[src/hw/rtl/tms_pkg.sv]
// Package for the timed mode sequencer: mode, action and event codes,
// configuration defaults and the structs passed between its modules.
// No dependencies.
`default_nettype none

package tms_pkg;

	localparam int CountBitsDef = 32;
	localparam int CfgWidth = 32;
	localparam int CfgIdxWidth = 2;

	typedef enum logic [1:0] {
		MODE_SLEEP   = 2'd0,
		MODE_ARMED   = 2'd1,
		MODE_LOGGING = 2'd2,
		MODE_POSTRUN = 2'd3
	} mode_t;

	typedef enum logic [1:0] {
		ACT_TICK    = 2'd0,
		ACT_REQUEST = 2'd1,
		ACT_RESTART = 2'd2
	} act_t;

	typedef enum logic [2:0] {
		EV_NONE        = 3'd0,
		EV_ENTERED     = 3'd1,
		EV_ARM_BLOCKED = 3'd2,
		EV_NOT_ARMED   = 3'd3,
		EV_NOT_LOGGING = 3'd4,
		EV_TIMEOUT     = 3'd5,
		EV_COOLDOWN    = 3'd6
	} ev_t;

	localparam logic [CfgIdxWidth-1:0] CFG_ARM_TIMEOUT     = 2'd0;
	localparam logic [CfgIdxWidth-1:0] CFG_MAX_LOG_TICKS   = 2'd1;
	localparam logic [CfgIdxWidth-1:0] CFG_COOLDOWN_TICKS  = 2'd2;
	localparam logic [CfgIdxWidth-1:0] CFG_POWER_OFF_TICKS = 2'd3;

	localparam logic [CfgWidth-1:0] ArmTimeoutRst    = 32'd600000;
	localparam logic [CfgWidth-1:0] MaxLogTicksRst   = 32'd600000;
	localparam logic [CfgWidth-1:0] CooldownTicksRst = 32'd5000;
	localparam logic [CfgWidth-1:0] PowerOffTicksRst = 32'd3600000;

	typedef struct packed {
		logic [CfgWidth-1:0] arm_timeout;
		logic [CfgWidth-1:0] max_log_ticks;
		logic [CfgWidth-1:0] cooldown_ticks;
		logic [CfgWidth-1:0] power_off_ticks;
	} cfg_t;

	typedef struct packed {
		logic [1:0] action;
		mode_t      target_mode;
		logic       hold_sleep;
		logic       my_test;
	} item_t;

	typedef struct packed {
		mode_t mode;
		mode_t prev_mode;
		logic  transitioned;
		ev_t   event_res;
		logic  power_off_req;
		logic  arm_allowed;
	} res_t;

endpackage

`default_nettype wire

[src/hw/rtl/tms_if.sv]
// Valid/ready channel interfaces for the timed mode sequencer: one for input
// items and one for result items. No dependencies.
`default_nettype none

interface tms_in_if;
	logic       valid;
	logic       ready;
	logic [1:0] action;
	logic [1:0] target_mode;
	logic       hold_sleep;
	logic       my_test;

	modport source (output valid, action, target_mode, hold_sleep, my_test, input ready);
	modport sink (input valid, action, target_mode, hold_sleep, my_test, output ready);
endinterface

interface tms_out_if;
	logic       valid;
	logic       ready;
	logic [1:0] mode;
	logic [1:0] prev_mode;
	logic       transitioned;
	logic [2:0] event_res;
	logic       power_off_req;
	logic       arm_allowed;

	modport source (output valid, mode, prev_mode, transitioned, event_res, power_off_req,
		arm_allowed, input ready);
	modport sink (input valid, mode, prev_mode, transitioned, event_res, power_off_req,
		arm_allowed, output ready);
endinterface

`default_nettype wire

[src/hw/rtl/tms_cfg_regs.sv]
// Configuration register bank of the timed mode sequencer: four time limits.
// Depends on tms_pkg.
`default_nettype none

module tms_cfg_regs
	import tms_pkg::*;
(
	input  wire logic                   clk,
	input  wire logic                   arst_n,
	input  wire logic                   cfg_we,
	input  wire logic [CfgIdxWidth-1:0] cfg_index,
	input  wire logic [CfgWidth-1:0]    cfg_wdata,
	output cfg_t                        cfg
);

	cfg_t cfg_q;

	always_ff @(posedge clk or negedge arst_n) begin
		if (!arst_n) begin
			cfg_q.arm_timeout     <= ArmTimeoutRst;
			cfg_q.max_log_ticks   <= MaxLogTicksRst;
			cfg_q.cooldown_ticks  <= CooldownTicksRst;
			cfg_q.power_off_ticks <= PowerOffTicksRst;
		end else if (cfg_we) begin
			case (cfg_index)
				CFG_ARM_TIMEOUT:     cfg_q.arm_timeout     <= cfg_wdata;
				CFG_MAX_LOG_TICKS:   cfg_q.max_log_ticks   <= cfg_wdata;
				CFG_COOLDOWN_TICKS:  cfg_q.cooldown_ticks  <= cfg_wdata;
				CFG_POWER_OFF_TICKS: cfg_q.power_off_ticks <= cfg_wdata;
				default: ;
			endcase
		end
	end

	assign cfg = cfg_q;

endmodule

`default_nettype wire

[src/hw/rtl/tms_core.sv]
// Mode state and transition logic of the timed mode sequencer. Holds the
// mode, elapsed tick counter and rearm flags. Depends on tms_pkg.
`default_nettype none

module tms_core
	import tms_pkg::*;
#(
	parameter int COUNT_BITS = CountBitsDef
) (
	input  wire logic  clk,
	input  wire logic  arst_n,
	input  wire logic  en,
	input  wire item_t item,
	input  wire cfg_t  cfg,
	output res_t       res
);

	localparam int CmpW = (COUNT_BITS > CfgWidth) ? COUNT_BITS : CfgWidth;
	localparam logic [COUNT_BITS-1:0] CountMax = {COUNT_BITS{1'b1}};

	mode_t                 mode_q, mode_d, enter_mode;
	logic [COUNT_BITS-1:0] elapsed_q, elapsed_d, inc;
	logic                  rearm_ok_q, rearm_ok_d;
	logic                  cooldown_done_q, cooldown_done_d;
	logic                  enter;
	logic                  arm_ok_now;
	logic [CmpW-1:0]       inc_w;

	always_ff @(posedge clk or negedge arst_n) begin
		if (!arst_n) begin
			mode_q          <= MODE_SLEEP;
			elapsed_q       <= '0;
			rearm_ok_q      <= 1'b1;
			cooldown_done_q <= 1'b0;
		end else if (en) begin
			mode_q          <= mode_d;
			elapsed_q       <= elapsed_d;
			rearm_ok_q      <= rearm_ok_d;
			cooldown_done_q <= cooldown_done_d;
		end
	end

	always_comb begin
		inc             = (elapsed_q == CountMax) ? elapsed_q : elapsed_q + 1'b1;
		inc_w           = CmpW'(inc);
		arm_ok_now      = (mode_q == MODE_SLEEP) || rearm_ok_q;
		mode_d          = mode_q;
		elapsed_d       = elapsed_q;
		rearm_ok_d      = rearm_ok_q;
		cooldown_done_d = cooldown_done_q;
		enter           = 1'b0;
		enter_mode      = mode_q;
		res.event_res     = EV_NONE;
		res.power_off_req = 1'b0;

		case (act_t'(item.action))
			ACT_TICK: begin
				elapsed_d = inc;
				case (mode_q)
					MODE_SLEEP: begin
						if (!item.hold_sleep && !item.my_test &&
								inc_w >= CmpW'(cfg.power_off_ticks)) begin
							res.power_off_req = 1'b1;
							res.event_res     = EV_TIMEOUT;
						end
					end
					MODE_ARMED: begin
						if (inc_w >= CmpW'(cfg.arm_timeout)) begin
							enter         = 1'b1;
							enter_mode    = MODE_SLEEP;
							res.event_res = EV_TIMEOUT;
						end
					end
					MODE_LOGGING: begin
						if (inc_w >= CmpW'(cfg.max_log_ticks)) begin
							enter         = 1'b1;
							enter_mode    = MODE_POSTRUN;
							res.event_res = EV_TIMEOUT;
						end
					end
					default: begin
						if (inc_w >= CmpW'(cfg.cooldown_ticks) && !cooldown_done_q) begin
							cooldown_done_d = 1'b1;
							enter           = 1'b1;
							enter_mode      = MODE_SLEEP;
							res.event_res   = EV_COOLDOWN;
						end
					end
				endcase
			end
			ACT_REQUEST: begin
				if (item.target_mode != mode_q) begin
					if (item.target_mode == MODE_ARMED && !arm_ok_now) begin
						res.event_res = EV_ARM_BLOCKED;
					end else if (item.target_mode == MODE_LOGGING && mode_q != MODE_ARMED) begin
						res.event_res = EV_NOT_ARMED;
					end else if (item.target_mode == MODE_POSTRUN &&
							mode_q != MODE_LOGGING) begin
						res.event_res = EV_NOT_LOGGING;
					end else begin
						enter         = 1'b1;
						enter_mode    = item.target_mode;
						res.event_res = EV_ENTERED;
					end
				end
			end
			ACT_RESTART: begin
				if (mode_q == MODE_SLEEP) begin
					elapsed_d = '0;
				end
			end
			default: ;
		endcase

		// Entering a mode restarts its timer and updates the rearm guard.
		if (enter) begin
			mode_d    = enter_mode;
			elapsed_d = '0;
			if (enter_mode == MODE_SLEEP) begin
				rearm_ok_d = 1'b1;
			end else if (enter_mode == MODE_POSTRUN) begin
				rearm_ok_d      = 1'b0;
				cooldown_done_d = 1'b0;
			end
		end

		res.mode         = mode_d;
		res.prev_mode    = mode_q;
		res.transitioned = enter;
		res.arm_allowed  = (mode_d == MODE_SLEEP) || rearm_ok_d;
	end

endmodule

`default_nettype wire

[src/hw/rtl/timed_mode_sequencer_unit.sv]
// Timed mode sequencer, top level. An item passes the input register, then the
// result register, which presents its result. Throughput: one item per cycle
// unless the result side stalls; the only loop is the update of the mode,
// elapsed counter and rearm flag state. Reset: arst_n clears the pipeline, puts
// the block in sleep with a zero timer and loads the default time limits.
// Depends on tms_pkg, tms_if, tms_cfg_regs and tms_core.
`default_nettype none

module timed_mode_sequencer_unit
	import tms_pkg::*;
#(
	parameter int COUNT_BITS = CountBitsDef
) (
	input  wire logic                   clk,
	input  wire logic                   arst_n,
	tms_in_if.sink                      item,
	tms_out_if.source                   result,
	input  wire logic                   cfg_we,
	input  wire logic [CfgIdxWidth-1:0] cfg_index,
	input  wire logic [CfgWidth-1:0]    cfg_wdata
);

	cfg_t  cfg;
	item_t item_s1;
	logic  valid_s1;
	res_t  res_c, res_q;
	logic  valid_q;
	logic  adv_out;
	logic  adv_s1;

	// A transaction moves into the result register when that register is empty
	// or being drained in the same cycle.
	assign adv_out    = valid_s1 && (!valid_q || result.ready);
	assign adv_s1     = !valid_s1 || adv_out;
	assign item.ready = adv_s1;

	always_ff @(posedge clk or negedge arst_n) begin
		if (!arst_n) begin
			valid_s1 <= 1'b0;
		end else if (adv_s1) begin
			valid_s1 <= item.valid;
		end
	end

	always_ff @(posedge clk) begin
		if (adv_s1 && item.valid) begin
			item_s1.action      <= item.action;
			item_s1.target_mode <= mode_t'(item.target_mode);
			item_s1.hold_sleep  <= item.hold_sleep;
			item_s1.my_test  <= item.my_test;
		end
	end

	tms_cfg_regs u_cfg (
		.clk       (clk),
		.arst_n    (arst_n),
		.cfg_we    (cfg_we),
		.cfg_index (cfg_index),
		.cfg_wdata (cfg_wdata),
		.cfg       (cfg)
	);

	tms_core #(
		.COUNT_BITS (COUNT_BITS)
	) u_core (
		.clk    (clk),
		.arst_n (arst_n),
		.en     (adv_out),
		.item   (item_s1),
		.cfg    (cfg),
		.res    (res_c)
	);

	always_ff @(posedge clk or negedge arst_n) begin
		if (!arst_n) begin
			valid_q <= 1'b0;
		end else if (!valid_q || result.ready) begin
			valid_q <= valid_s1;
		end
	end

	always_ff @(posedge clk) begin
		if (adv_out) begin
			res_q <= res_c;
		end
	end

	assign result.valid         = valid_q;
	assign result.mode          = res_q.mode;
	assign result.prev_mode     = res_q.prev_mode;
	assign result.transitioned  = res_q.transitioned;
	assign result.event_res     = res_q.event_res;
	assign result.power_off_req = res_q.power_off_req;
	assign result.arm_allowed   = res_q.arm_allowed;

endmodule

`default_nettype wire

[src/flat_wrapper.sv]
// flat-port wrapper written by rule: the top's interface ports become plain ports
module timed_mode_sequencer_unit_flat import tms_pkg::*;
#(
	parameter int COUNT_BITS = CountBitsDef
)
  (clk, arst_n, cfg_we, cfg_index, cfg_wdata, item_valid, item_action, item_target_mode, item_hold_sleep, item_bench_test, item_ready, result_valid, result_mode, result_prev_mode, result_transitioned, result_event_res, result_power_off_req, result_arm_allowed, result_ready);
  tms_in_if item_i ();
  tms_out_if result_i ();
  input  wire logic clk;
  input  wire logic arst_n;
  input  wire logic cfg_we;
  input  wire logic [CfgIdxWidth-1:0] cfg_index;
  input  wire logic [CfgWidth-1:0] cfg_wdata;
  input wire logic [$bits(item_i.valid)-1:0] item_valid;
  input wire logic [$bits(item_i.action)-1:0] item_action;
  input wire logic [$bits(item_i.target_mode)-1:0] item_target_mode;
  input wire logic [$bits(item_i.hold_sleep)-1:0] item_hold_sleep;
  input wire logic [$bits(item_i.my_test)-1:0] item_bench_test;
  output wire logic [$bits(item_i.ready)-1:0] item_ready;
  output wire logic [$bits(result_i.valid)-1:0] result_valid;
  output wire logic [$bits(result_i.mode)-1:0] result_mode;
  output wire logic [$bits(result_i.prev_mode)-1:0] result_prev_mode;
  output wire logic [$bits(result_i.transitioned)-1:0] result_transitioned;
  output wire logic [$bits(result_i.event_res)-1:0] result_event_res;
  output wire logic [$bits(result_i.power_off_req)-1:0] result_power_off_req;
  output wire logic [$bits(result_i.arm_allowed)-1:0] result_arm_allowed;
  input wire logic [$bits(result_i.ready)-1:0] result_ready;
  assign item_i.valid = item_valid;
  assign item_i.action = item_action;
  assign item_i.target_mode = item_target_mode;
  assign item_i.hold_sleep = item_hold_sleep;
  assign item_i.my_test = item_bench_test;
  assign item_ready = item_i.ready;
  assign result_valid = result_i.valid;
  assign result_mode = result_i.mode;
  assign result_prev_mode = result_i.prev_mode;
  assign result_transitioned = result_i.transitioned;
  assign result_event_res = result_i.event_res;
  assign result_power_off_req = result_i.power_off_req;
  assign result_arm_allowed = result_i.arm_allowed;
  assign result_i.ready = result_ready;
  timed_mode_sequencer_unit #(.COUNT_BITS(COUNT_BITS)) u_core (.clk(clk), .arst_n(arst_n), .item(item_i), .result(result_i), .cfg_we(cfg_we), .cfg_index(cfg_index), .cfg_wdata(cfg_wdata));
endmodule
[config.mk]
export PLATFORM = sky130hd
export DESIGN_NAME = timed_mode_sequencer_unit_flat
export DESIGN_NICKNAME = d
export VERILOG_FILES = /design/src/hw/rtl/tms_pkg.sv /design/src/hw/rtl/tms_if.sv /design/src/hw/rtl/tms_cfg_regs.sv /design/src/hw/rtl/tms_core.sv /design/src/hw/rtl/timed_mode_sequencer_unit.sv /design/src/flat_wrapper.sv
export SDC_FILE = /design/constraint.sdc
export NUM_CORES = 1
export LEC_CHECK = 0
export BUFFER_PORTS_ARGS = -buffer_cell sky130_fd_sc_hd__buf_2
export CAP_MARGIN = 10
export CORE_MARGIN = 4
export CORE_UTILIZATION = 50
export DETAILED_ROUTE_END_ITERATION = 6
export PLACE_DENSITY_LB_ADDON = 0.25
export SLEW_MARGIN = 10
export SYNTH_ARGS = -nofsm -noshare
export SYNTH_HDL_FRONTEND = slang
export SYNTH_HIERARCHICAL = 1
export SYNTH_SLANG_ARGS = --single-unit
[constraint.sdc]
create_clock -name clk -period 10.75 [get_ports clk]
set_clock_uncertainty 0.15 [all_clocks]
set_input_delay 0.5375 -clock clk [delete_from_list [all_inputs] [get_ports clk]]
set_output_delay 0.5375 -clock clk [all_outputs]
set_load 0.02 [all_outputs]
==> impl_metrics.csv <==
group,metric,value,unit
worst_setup_path,worstPathArrival,5790,ps
sta,setup_viol,0,
grt,grt_max_degree,104,
worst_setup_path,cp-start-kind,"register",
routing,wl_per_cell,17.21,um
worst_setup_path,cp.required,10940,ps
routing,wl,23.51,mm
clocking,cts_buffer_depth,2,
clocking,ctsHoldBuffers,0,
worst_setup_path,cpPeakStageDelay,430,ps
logic_synthesis,netlist_area,10950,um2
sta,grt_setup_unrepaired,"false",
logic_synthesis,ys_ff_latch,182,
logic_synthesis,ys_warn_count,6,
logic_synthesis,syn_inst,1023,
power,irDropWorstVdd,0.00009318,V
grt,grt_pass1_vias,7732,
power,powerDensity,157.1,nW/um2
sta,final_hold_viol_count,0,
clocking,htreeDepth,4,
routing,vias,7581,
clocking,post_cts_buffers,0,
worst_setup_path,cp_top_family,"simple AND/OR/NAND/NOR gates",
logic_synthesis,synth_fp_nets,1197,
flow_run,cap_violations,0,
grt,antenna_found_initial,0,
routing,antenna_left,0,
logic_synthesis,synth_top_area_share,30.39,%
sta,fin_crit_sh,52.07,%
worst_setup_path,crit_type,"reg2reg",
worst_setup_path,setup.reg_to_reg.worst_slack,5150,ps
cells_and_area,drive_above_1_share,24.11,%
floorplan,num_rows,53,
worst_setup_path,slowest_stage,"dfrtp_1",
logic_synthesis,syn_avg_cell_area,10.70,um2
place,hpwl,16.87,mm
worst_setup_path,timing.rr.start,"u_core/u_core/elapsed_q[0]",
clocking,cts.clk_slew.worst_paths,70,ps
logic_synthesis,seq_area_frac_synth,42.70,%
clocking,cts_resized,0,
sta,fin_crit,5598,ps
sta,fmax,178.6,MHz
clocking,cts_num_sinks,182,
min_path,hold_path_class,"in2async",
clocking,cts_tree,"done",
worst_setup_path,worstRegToRegCells,20,
cells_and_area,n_antenna_cell,0,
place,place_congestion,0.8658,
floorplan,boundaryPins,57,
logic_synthesis,synth_area_leaders,"dfrtp_1, ha_1, mux2_2, dfstp_2, inv_1",
power,p_leak,6.000,nW
worst_setup_path,path_buf_inv,1,
logic_synthesis,synth_edf_count,16,
run_status,outcome,"completed",
clocking,ctsRootBufferMaster,"clkbuf_16",
floorplan,start_util,51.44,%
logic_synthesis,async_flop_share,91.21,%
sta,finalMaxSlewViolations,0,
worst_setup_path,cp_cell_sequence,"ha_1, and3_1, and4_1, nand4_2, nand4_1, nor2_1, nand3_1, nor2_1, xor2_1, ha_1, a21o_1, a21o_1, a221oi_1, o21ai_0, a31oi_2, o211ai_2, nor3_4, buf_4, a41oi_1, a31oi_1",
floorplan,fp.dieW,156.0,um
routing,first_pass_iters,5,
cells_and_area,utilization,56.66,%
cells_and_area,nets,1252,
worst_setup_path,cp_max_fo,44,
routing,drt_drc_violations_left,0,
logic_synthesis,synth_ff_type,"dfrtp_1",
grt,grt_overflow,0,
grt,gr-usage-all-layers,20.19,%
floorplan,die_y,156.0,um
clocking,cts_buffers,17,
sta,finalSetupTns,0,ps
worst_setup_path,rr_endpoint,"u_core/u_core/elapsed_q[23]",
floorplan,die_area,24330,um2
logic_synthesis,yosys.area.top_type,"dfrtp_1",
floorplan,core,21290,um2
routing,drt_iter0_drc,393,
cells_and_area,area_growth,10.15,%
sta,worst_slew_pin_slew,1059,ps
cells_and_area,final_cell_mix,"inv_1, dfrtp_1, ha_1, mux2_2, a21oi_1",
clocking,clkLatencyLatePin,430,ps
sta,slew_headroom,29.29,%
grt,grt_pass1_wl,39.36,mm
routing,drt-vias-per-instance,5.550,
place,port_buffers,56,
cells_and_area,mostFrequentLayoutCell,"inv_1",
logic_synthesis,ys_types,63,
worst_setup_path,end_kind,"register",
==> routing by layer <==
metal	GRT usage [%]	share of wire, %	up-vias
met5	0	0	-
met4	5.627	1.5	0
met3	3.495	3.4	22
met2	32.91	47	112
met1	27.91	48	3716
li1	-	-	3731
==> cell usage after synthesis, types with 17 or more instances <==
library cell	instances
inv_1	137
dfrtp_1	133
ha_1	129
mux2_2	127
a21oi_1	58
nand2_1	54
nor2_1	41
o21ai_0	34
dfstp_2	33
nand3_1	20
nand4_1	19
a22o_1	18
a21o_1	17
==> layout make-up <==
type	count	area, um2
Multi-Input combinational cell	678	5637
Fill cell	1849	9225
Tap cell	275	344.1
Inverter	137	514.2
Timing Repair Buffer	62	331.6
Sequential cell	182	4676
Clock buffer	25	485.5
Clock inverter	7	73.82
==> metrics by stage <==
| stage | cell area, um2 | setup WS [ps] | hold WS (ps) | std cells | total power, mW |
|---|---|---|---|---|---|
| 6_report | 12060 | 5152 | 79.54 | 1366 | 1.894 |
| 5_1_grt | 12060 | 4569 | 123.5 | 1366 | 2.019 |
| 4_1_cts | 12060 | 5111 | 114.3 | 1366 | 1.917 |
| 3_5_place_dp | 11500 | 5115 | 335.0 | 1334 | 1.307 |
| 3_3_place_gp | 11500 | 5345 | 322.4 | 1334 | 1.291 |
| 2_1_floorplan | 10950 | 6043 | 91.91 | 1023 | 1.179 |
==> worst max-delay path by stage <==
| stage | from | to | slack, ps | cells after the start |
|---|---|---|---|---|
| final | u_core/u_core/elapsed_q[0] | u_core/u_core/elapsed_q[23] | 5150 | 20 |
| after global routing | u_core/u_core/elapsed_q[0] | u_core/u_core/elapsed_q[13] | 4570 | 20 |
| after global placement | u_core/u_core/elapsed_q[0] | u_core/u_core/elapsed_q[19] | 5350 | 20 |
| after CTS | u_core/u_core/elapsed_q[0] | u_core/u_core/elapsed_q[31] | 5110 | 20 |
| after detailed placement | u_core/u_core/elapsed_q[0] | u_core/u_core/elapsed_q[31] | 5120 | 20 |
| after floorplan | u_core/u_core/elapsed_q[0] | u_core/result.arm_allowed | 6040 | 19 |
==> kinds of logic (layout without fill, tap and decap cells) <==
logic type | Yosys count | in the layout | share of synthesized area, %
flops | 182 | 182 | 42.70
mux | 131 | 131 | 13.45
simple gates | 207 | 207 | 10.10
fa+ha+maj | 129 | 129 | 14.74
xor+xnor | 28 | 28 | 2.239
buf+inv | 163 | 231 | 5.930
compound gates | 183 | 183 | 10.84
==> power breakdown <==
part           switching (mW)  internal (mW)  total [mW]
Sequential             0.0670          0.819       0.886
Clock                   0.260          0.338       0.598
Combinational           0.221          0.190       0.411
Total                   0.548           1.35        1.89
==> sequential cells by signal, summed over array words and instances (netlist names), 2 cells and up <==
register	count
u_core/u_core/elapsed_q	32
u_core/result.event_res	3
u_core/u_core/mode_q	2
u_core/result.mode	2
u_core/item_s1	6
u_core/result.prev_mode	2
u_core/u_cfg/cfg	128
Note: power is estimated with default switching activity, not from simulation.
